### src/sv/edd_pkg.sv
// ----------------------------------------------------------------------------
// edd_pkg
// Shared types and constants of the error diffusion dither: configuration
// record, register indexes, controller command and status records.
// ----------------------------------------------------------------------------
`default_nettype none

package edd_pkg;

    localparam int PIX_W      = 8;
    localparam int LEVEL_W    = 8;
    localparam int ROW_LEN_W  = 11;
    localparam int ROW_CNT_W  = 12;
    localparam int LEVELS_W   = 9;
    localparam int APB_ADDR_W = 4;
    localparam int APB_DATA_W = 32;
    localparam int DIV_STEPS  = 8;

    localparam logic [1:0] REG_ROW_LENGTH = 2'd0;
    localparam logic [1:0] REG_ROW_COUNT  = 2'd1;
    localparam logic [1:0] REG_LEVELS     = 2'd2;

    localparam logic [ROW_LEN_W-1:0] ROW_LENGTH_RST = 11'd640;
    localparam logic [ROW_CNT_W-1:0] ROW_COUNT_RST  = 12'd480;
    localparam logic [LEVELS_W-1:0]  LEVELS_RST     = 9'd2;

    // floor(x / 255) = (x * RECIP_255) >> RECIP_SHIFT for any 16-bit x
    localparam logic [15:0] RECIP_255   = 16'h8081;
    localparam int          RECIP_SHIFT = 23;

    typedef struct packed {
        logic [ROW_LEN_W-1:0] row_length;
        logic [ROW_CNT_W-1:0] row_count;
        logic [LEVELS_W-1:0]  levels;
    } edd_cfg_t;

    typedef struct packed {
        logic clear;
        logic accept;
        logic sum;
        logic mul;
        logic level;
        logic div_load;
        logic div_step;
        logic share;
        logic update;
        logic tail;
        logic emit;
    } edd_cmd_t;

    typedef struct packed {
        logic clear_last;
        logic div_last;
        logic tail_needed;
        logic out_free;
    } edd_status_t;

endpackage

`default_nettype wire

### src/sv/edd_ctrl.sv
// ----------------------------------------------------------------------------
// edd_ctrl
// Sequencer of the dither: line store clearing pass after reset, then one
// pixel at a time: sum, scale, level, divide, share, update, [tail,] emit.
// ----------------------------------------------------------------------------
`default_nettype none

module edd_ctrl (
    input  wire logic                  clk,
    input  wire logic                  rst_n,
    input  wire logic                  s_tvalid,
    output logic                       s_tready,
    input  wire edd_pkg::edd_status_t  status,
    output edd_pkg::edd_cmd_t          cmd
);
    import edd_pkg::*;

    localparam logic [3:0] S_CLEAR    = 4'd0;
    localparam logic [3:0] S_IDLE     = 4'd1;
    localparam logic [3:0] S_SUM      = 4'd2;
    localparam logic [3:0] S_MUL      = 4'd3;
    localparam logic [3:0] S_LEVEL    = 4'd4;
    localparam logic [3:0] S_DIV_LOAD = 4'd5;
    localparam logic [3:0] S_DIV      = 4'd6;
    localparam logic [3:0] S_SHARE    = 4'd7;
    localparam logic [3:0] S_UPDATE   = 4'd8;
    localparam logic [3:0] S_TAIL     = 4'd9;
    localparam logic [3:0] S_EMIT     = 4'd10;

    logic [3:0] state_reg;
    logic [3:0] state_next;

    assign s_tready = (state_reg == S_IDLE);

    always_comb
    begin
        cmd        = '0;
        state_next = state_reg;
        unique case (state_reg)
            S_CLEAR:
            begin
                cmd.clear = 1'b1;
                if (status.clear_last)
                begin
                    state_next = S_IDLE;
                end
            end
            S_IDLE:
            begin
                if (s_tvalid)
                begin
                    cmd.accept = 1'b1;
                    state_next = S_SUM;
                end
            end
            S_SUM:
            begin
                cmd.sum    = 1'b1;
                state_next = S_MUL;
            end
            S_MUL:
            begin
                cmd.mul    = 1'b1;
                state_next = S_LEVEL;
            end
            S_LEVEL:
            begin
                cmd.level  = 1'b1;
                state_next = S_DIV_LOAD;
            end
            S_DIV_LOAD:
            begin
                cmd.div_load = 1'b1;
                state_next   = S_DIV;
            end
            S_DIV:
            begin
                cmd.div_step = 1'b1;
                if (status.div_last)
                begin
                    state_next = S_SHARE;
                end
            end
            S_SHARE:
            begin
                cmd.share  = 1'b1;
                state_next = S_UPDATE;
            end
            S_UPDATE:
            begin
                cmd.update = 1'b1;
                state_next = status.tail_needed ? S_TAIL : S_EMIT;
            end
            S_TAIL:
            begin
                cmd.tail   = 1'b1;
                state_next = S_EMIT;
            end
            S_EMIT:
            begin
                if (status.out_free)
                begin
                    cmd.emit   = 1'b1;
                    state_next = S_IDLE;
                end
            end
            default:
            begin
                state_next = S_CLEAR;
            end
        endcase
    end

    always_ff @(posedge clk or negedge rst_n)
    begin
        if (!rst_n)
        begin
            state_reg <= S_CLEAR;
        end
        else
        begin
            state_reg <= state_next;
        end
    end

endmodule

`default_nettype wire

### config.mk
export PLATFORM = sky130hd
export DESIGN_NAME = edd_ctrl
export DESIGN_NICKNAME = d
export VERILOG_FILES = /design/src/sv/edd_pkg.sv /design/src/sv/edd_ctrl.sv
export SDC_FILE = /design/constraint.sdc
export NUM_CORES = 1
export LEC_CHECK = 0
export ABC_AREA = 1
export BUFFER_PORTS_ARGS = -buffer_cell sky130_fd_sc_hd__buf_2
export CORE_AREA = 2 2 39 41
export DETAILED_ROUTE_END_ITERATION = 16
export DIE_AREA = 0 0 41 43
export GPL_TIMING_DRIVEN = 0
export PLACE_DENSITY_LB_ADDON = 0.12
export SLEW_MARGIN = 20
export SYNTH_ARGS = -nofsm -noshare
export SYNTH_HDL_FRONTEND = slang
export SYNTH_SLANG_ARGS = --single-unit
### constraint.sdc
create_clock -name clk -period 2.6 [get_ports clk]
set_input_delay 0.26 -clock clk [delete_from_list [all_inputs] [get_ports clk]]
set_output_delay 0.26 -clock clk [all_outputs]
set_load 0.03 [all_outputs]
# [Word level (Yosys, flattened, before mapping)]
# Cells that the tools add are included.
[word_totals] register_bits=4 inputBits=7
[classes] n_eq_ne=14 muxes=19 reduce_logical=2
[op_table] op="$pmux W4 S11" count=1
[op_table] op="$eq A4 B3 Y1 const B" count=4
[op_table] op="$mux W4" count=4
[op_table] op="$mux W1" count=13
[op_table] op="$eq A4 B4 Y1 const B" count=3
[op_table] op="$eq A4 B2 Y1 const B" count=2
[op_table] op="$ne A2 B2 Y1 const B" count=4
[op_table] op="$eq A4 B1 Y1 const B" count=1
[op_table] op="$logic_not A4 Y1" count=1
[op_table] op="$reduce_and A4 Y1" count=1
[op_table] op="$mux W2" count=1

# [Logic depth before layout (Yosys ltp)]
# Gate-level depths: netlist (run 1).
[depth] word_depth=3 mapped_depth=8 ltp_nobuf=8

# [Least setup slack after synthesis (run 1)]
# Ideal clock, no wire load.
[synth_timing] path_kind="flip-flop to output port" start="register state_reg[3]" end="output cmd[9] (netlist bit)" t_arrival_ns=1.390 required_ns=2.340 slack_ns=0.950 stages_incl_launch_ff=4 n_path_buf=0 path_cell_list="dfrtp_1 nor2_1 inv_1 nor3_1"
[synth_rtl] item="start, declared" line="edd_ctrl.sv:30" rtl="logic [3:0] state_reg;"
[synth_rtl] item="start signal, assigned" line="edd_ctrl.sv:122" rtl="state_reg <= state_next;"
[synth_rtl] item="end, declared" line="edd_ctrl.sv:14" rtl="output edd_pkg::edd_cmd_t cmd"

==> results.md, run 1 <==
* Status: completed
* Core Area at 1384 sq um
* Adder-Cell Fraction of Synth Area at 0%
* Main combinational cell family by area after synthesis: simple AND/OR/NAND/NOR gates
* R2r worst-path depth at 8
* Count of final setup violators at 0
* Total iterations of the first detailed-routing run at 3
* Vias/cell at just over 4
* Synth Area in XOR/XNOR at 0%
* Max_slew headroom at 84.09%
* Peak VDD IR at 0.5448 mV
* Fin cells at 99
* Synthesized area at around 360 sq um
* Power Density at ~1400 nW/um^2
* Synth Register Bits at 4
* CP Data Arrival Time at 1400 ps
* # port buffers at 18
* Crit-path max FO at 6
* Setup WS post-layout at roughly 940 ps
* Rows at 14
* Synth warn at 0
* Crit path time final at approximately 1700 ps
* Min-delay src: status[0]
* Wirelength per Cell at 8.889 microns
* Clock Latency Late Sink at 230 ps
* Pre-CTS WS at between 1000 and 1500 ps
* Initial antenna violation count at 0
* Synth Area in Compound Gates at 5.556%
* Fin crit share at a little under two thirds
* Post-synthesis mux area share at 0%
* Layout cells sized above 1 at 34.94%
* Worst EP required at 2340 ps
* Reg2Reg Setup Slack at approximately 1500 ps
* Syn_area_per_cell at 5.907 sq um
* Fmax at about 0.60 GHz
* Inserted Diodes at 0
* Root Driver: clkbuf_4
* Die Area at 1763 sq um
* Post-synthesis cell count at 61
* Fin nets at between 90 and 100
* Final setup TNS at 0 ps
* Net count after synthesis at 68
* Detailed Route WL at 880 microns
* Leak at 0.0003136 uW
* First-pass GRT wire length at 1.414 mm
* GR Overflow Total at 0
* Measured slew at the worst slew-check pin at 237.8 ps
* Crit. End Element: output port
* Reg2reg start: state_reg[2]
* Max Cap Viol at 0
* Pins Over Slew Limit at 0
* # Post-CTS Setup Buffers at 0
* Synth Area in Simple Gates at 52.08%
* Unrepaired setup endpoints after global routing: false
* HP Class: input pin to flip-flop
* CTS tree: done
* Global Route Usage Sum at 12.22%
* Hold Crit Depth at 4
* Area grow syn2layout at 39.58%
* Largest net degree at the start of global routing at 7
* Initial core utilization at 26.04%
* WHS Endpoint: state_reg[3]
* H-tree depth at 1
* DR iter-0 viols at 5
* Post-synthesis sequential area ratio at between 20% and 30%
* Nature of the critical path startpoint: flip-flop
* Total number of vias at 406
* Setup Skew at 0.7276 ps
* PostCTS Resize Cnt at 0
* Clk pin slew, worst setup/hold paths at 30 ps
* DRC violations left at 0
* Num CTS Buffers at 3
* Die W at 41 microns
* Die Y at 43 microns
* Vias in the first global route at 383
* Max reg flops at 4
* I/O pin total at 19
* CTS sink cnt at 4
* Routed Antenna Nets at 0
* Clock buffer depth at 2
* WHS at 326.8 ps
* Final hold viol count at 0
* Final HPWL DP at 732.6 microns
* Crit path kind: flip-flop to output port
* Synth cell types at 14
* RD Place Congestion at 0.7744
* Number of placed instances, taps included at 95
* Worst r2r dst: state_reg[1]
==> area by class of cell <==
| cell class | count | area, sq um |
|---|---|---|
| inverter | 14 | 52.55 |
| sequential | 4 | 100.1 |
| fill | 164 | 880.8 |
| tap | 16 | 20.02 |
| clock buffer | 3 | 22.52 |
| timing repair buffer | 19 | 100.1 |
| multi-input combinational | 43 | 207.7 |
==> stage by stage <==
step	utilization [%]	instance area [sq um]	power, uW
finish	36.35	503.0	680.8
global route	36.35	503.0	751.5
CTS	36.35	503.0	692.6
detailed placement	34.00	470.5	611.5
global placement	34.00	470.5	613.7
floorplan	-	360.3	494.0
==> worst max-delay path by stage <==
stage,slack (ps),to,depth (start not counted),startpoint
2_1_floorplan,950,cmd[9],3,state_reg[3]
3_3_place_gp,1170,cmd[9],4,state_reg[3]
3_5_place_dp,1190,cmd[9],4,state_reg[3]
4_1_cts,930,cmd[9],4,state_reg[3]
5_1_grt,830,cmd[9],4,state_reg[3]
6_report,940,cmd[9],4,state_reg[3]
==> cell usage in the layout, fill, tap and decap left out, drive strengths merged <==
cell / synthesis / final
a21oi: 1 / 1
buf: 0 / 18
clkbuf: 0 / 3
dfrtp: 4 / 4
dlygate4sd3: 0 / 1
inv: 14 / 14
nand2: 15 / 15
nand3: 5 / 5
nand3b: 1 / 1
nor2: 17 / 17
nor3: 1 / 1
o21ai: 3 / 3
==> routing by layer <==
| layer | vias up | part of all wire [%] | GRT usage, % |
|---|---|---|---|
| met4 | 0 | 0 | 8.667 |
| met2 | 8 | 48 | 17.81 |
| li1 | 226 | - | - |
| met1 | 172 | 48 | 14.75 |
| met5 | - | 0 | 0 |
| met3 | 0 | 3.6 | 3.141 |
==> critical path, cell delays in order (launching register included) <==
cell	delay, ps
dfrtp_1	400
nor2_1	220
inv_1	150
nor3_1	180
buf_2	220
==> synthesized netlist by cell type (all sizes together) <==
library cell,number,area [sq um]
inv,14,52.55
nand2,15,58.81
nand3,5,35.03
nor3,1,5.000
dfrtp,4,100.1
nor2,17,81.33
a21oi,1,5.000
o21ai,3,15.01
nand3b,1,7.510
==> kinds of logic (layout without fill, tap and decap cells) <==
group	count (synthesis)	in the layout
AND/OR/NAND/NOR	39	39
buffers and inverters	14	36
AO/OA/AOI/OAI	4	4
flip-flops	4	4
==> what timing repair did <==
action                     in CTS  in global routing
setup endpoints to repair       0                  0
hold buffers                    1                  0
hold endpoints to repair        4                  0
==> power by group <==
part	switching, uW	internal, uW	total (uW)
logic	344	134	478
registers	34.9	94.7	130
clock network	22.2	51.4	73.6
total	401	280	681
No activity file was read; power rests on OpenSTA's default activity.
==> inputs of run 2 (changes only) <==
--- a/config.mk
+++ b/config.mk
@@ -5,7 +5,7 @@
 export SDC_FILE = /design/constraint.sdc
 export NUM_CORES = 1
 export LEC_CHECK = 0
-export ABC_AREA = 1
+export ABC_AREA = 0
 export BUFFER_PORTS_ARGS = -buffer_cell sky130_fd_sc_hd__buf_2
 export CORE_AREA = 2 2 39 41
 export DETAILED_ROUTE_END_ITERATION = 16
==> constraint.sdc (replaced) <==
create_clock -name clk -period 1.45 [get_ports clk]
set_input_delay 0.145 -clock clk [delete_from_list [all_inputs] [get_ports clk]]
set_output_delay 0.145 -clock clk [all_outputs]
set_load 0.03 [all_outputs]
==> run 2 against run 1 <==
Synthesized area fell by 6.6%. Synthesized cell count fell by 23%. Combinational power rose to 2.6 times the previous value. Die area did not move. Critical path type is now flip-flop to flip-flop.
==> results.md, run 2 <==
* Status: completed
* Clk pin slew, worst setup/hold paths at 40 ps (about the same)
* Measured slew at the worst slew-check pin at 221.0 ps (-16.86 ps)
* First-pass GRT wire length at 1.669 mm (+18%)
* Peak VDD IR at 0.8527 mV (+57%)
* Reg2reg start: state_reg[1]
* Worst EP required at 1560 ps (-780 ps)
* WHS at 249.4 ps (-77.45 ps)
* Detailed Route WL at 1.108 mm (+26%)
* Count of final setup violators at 0 (unchanged)
* Synthesized area at 336.6 sq um (-6.6%)
* Reg2Reg Setup Slack at 30 ps (-1430 ps)
* Die Area at 1763 sq um (unchanged)
* Worst path max stage delay at 400 ps (about the same)
* DRC violations left at 0 (unchanged)
* Initial antenna violation count at 0 (unchanged)
* Post-synthesis cell count at 47 (-23%)
* Nature of the critical path startpoint: flip-flop
* Fmax at 0.7032 GHz
* Setup WS post-layout at 27.89 ps (-909.1 ps)
* Setup Skew at 2.215 ps (+1.487 ps)
* Area leader, netlist: dfrtp_1
* DR iter-0 viols at 3 (-2)
* Pins Over Slew Limit at 0 (unchanged)
* Routed Antenna Nets at 0 (unchanged)
* Worst r2r dst: state_reg[0]
* Yosys top cell area share at 29.74% (+2.0 points)
* Net count after synthesis at 54 (-21%)
* R2r worst-path depth at 5 (-3)
* Top post-synthesis cells by count: 7 x nor2_1, 7 x nor3_1, 5 x nand2b_1, 4 x dfrtp_1, 4 x inv_1
* GR Overflow Total at 0 (unchanged)
* Synth warn at 0 (unchanged)
* Largest net degree at the start of global routing at 11 (+4)
* Synth area leaders: dfrtp_1 30%, nor3_1 10%, nand2b_1 9.3%
* Post-route cell area at 669.4 sq um (+33%)
* I/O pin total at 19 (unchanged)
* # port buffers at 18 (unchanged)
* Synth Area in Compound Gates at 21.56% (+16 points)
* Post-synthesis mux area share at 2.974% (+3.0 points)
* Most common cell after layout, fill and taps aside: buf_4
* Vias in the first global route at 405 (+5.7%)
* RD Place Congestion at 0.7263 (-6.2%)
* Post-synth EDFFs at 0 (unchanged)
* Crit path time final at 1422 ps
* Area grow syn2layout at 98.88%
* Met3 wire length at 58 microns (+81%)
* Max_slew headroom at 85.16% (+1.1 points)
* Most frequent cells in the layout: 14 x buf_4, 11 x buf_2, 7 x nor2_1
* Fin crit share at 98.08%
* Crit-path max FO at 8 (+2)
* Crit. End Element: flip-flop
* Wl on met1 at 484 microns (+14%)
* Max Used Layer: met3
* Met2 Wirelength at 566 microns (+34%)
* Post-synth ARST share at 100.0% (unchanged)
* Initial core utilization at 24.32% (-1.7 points)
* Layout cells sized above 1 at 59.74% (+25 points)
* CP cell instances: buf_6 > nor3_2 > a31oi_1 > o32a_1 > a22o_1
* Leak at 0.0003326 uW (+6.0%)
* Die Y at 43 microns (unchanged)
* Synth cell types at 20 (+6)
* HP Class: input pin to async pin
* Rows at 14 (unchanged)
* H-tree depth at 1 (unchanged)
* Max Cap Viol at 0 (unchanged)
* CTS sink cnt at 4 (unchanged)
* Main combinational cell family by area after synthesis: simple AND/OR/NAND/NOR gates
* Total number of vias at 451 (+11%)
* Num CTS Buffers at 3 (unchanged)
* Wirelength per Cell at 11.91 microns (+34%)
* Root Driver: clkbuf_4
* Max reg flops at 4 (unchanged)
* Clock buffer depth at 2 (unchanged)
* Crit path max-delay cell type: dfrtp_1
* Power Density at 2388 nW/um^2 (+76%)
* Crit path kind: flip-flop to flip-flop
* Final hold viol count at 0 (unchanged)
* Vias/cell at 4.849 (+18%)
* Area after DPL at 469.2 sq um (-0.27%)
* Ys flop type: dfrtp_1
* Unrepaired setup endpoints after global routing: true
* Syn_area_per_cell at 7.161 sq um (+21%)
* Adder-Cell Fraction of Synth Area at 0% (unchanged)
* Global Route Usage Sum at 14.10% (+1.9 points)
* Die W at 41 microns (unchanged)
* Final HPWL DP at 732.1 microns (about the same)
* Post-synthesis sequential area ratio at 29.74% (+2.0 points)
* Synth Register Bits at 4 (unchanged)
* Clock Latency Late Sink at 230 ps (about the same)
* Crit path buf inv count at 1 (-1)
* Synth Area in XOR/XNOR at 2.602% (+2.6 points)
* CTS tree: done
* Inserted Diodes at 0 (unchanged)
* Core Area at 1384 sq um (unchanged)
* Total iterations of the first detailed-routing run at 2 (-1)
* Pre-CTS WS at -94.48 ps (-1282 ps)
* CP delay by family, top: compound AO/OA/AOI/OAI gates
* CP Data Arrival Time at 1540 ps (+140 ps)
* Synth Area in Simple Gates at 33.46% (-19 points)
* Fin nets at 86 (-6.5%)
-- run 2: cell types whose count changed after synthesis, sizes merged, moves of 2 or more --
cell | previous run | this run
nand2b | 0 | 5
nand2 | 15 | 2
nand3 | 5 | 0
nor4 | 0 | 2
o32a | 0 | 2
nor3 | 1 | 7
nor2 | 17 | 7
inv | 14 | 4
buf | 0 | 3
-- run 2: worst max path at each step --
stage | from | slack [ps] | depth (start not counted) | endpoint
after floorplan | state_reg[0] | -60 | 3 | cmd[0]
after global placement | state_reg[2] | -120 | 4 | cmd[6]
after detailed placement | state_reg[2] | -90 | 4 | cmd[6]
after CTS | state_reg[1] | 6 | 5 | state_reg[0]
after global routing | state_reg[1] | -30 | 3 | cmd[9]
final | state_reg[1] | 30 | 5 | state_reg[0]
-- run 2: layer usage --
layer	track usage [%]	vias up
li1	-	228
met1	16.88	210
met2	20.94	13
met3	7.853	0
met4	4.000	0
met5	0	-
-- run 2: what timing repair did --
| action | in CTS | in global routing |
|---|---|---|
| setup buffers | 1 | 6 |
| endpoints found under the hold margin | 4 | 0 |
| hold buffers | 1 | 0 |
| pin swaps | 0 | 4 |
| endpoints found under the setup margin | 11 | 14 |
| cloned | 0 | 1 |
| gates resized for setup | 16 | 18 |
-- run 2: through the flow --
stage,setup TNS [ps],cells,total power [uW],util [%]
finish,0,93,1598,48.37
global route,-68.32,93,1720,48.37
CTS,0,86,1340,40.33
detailed placement,-306.6,81,1061,33.91
global placement,-444.7,81,1068,33.91
floorplan,-178.3,47,859.8,-
-- run 2: cell families after synthesis --
logic type | count (synthesis)
xor+xnor | 1
mux | 1
simple gates | 23
buf+inv | 8
flops | 4
compound gates | 10
-- run 2: cell type report --
cell class | count | area (sq um)
Buffer | 4 | 47.55
Clock buffer | 3 | 22.52
Fill cell | 139 | 714.4
Inverter | 4 | 15.01
Multi-Input combinational cell | 35 | 280.3
Sequential cell | 4 | 102.6
Tap cell | 16 | 20.02
Timing Repair Buffer | 27 | 181.4
-- run 2: where the power goes --
part,switching (uW),leakage (uW),internal [uW]
Clock,42.2,0.0000138,92.4
Combinational,670,0.000272,574
Sequential,50.6,0.0000464,170
Total,762,0.000333,836
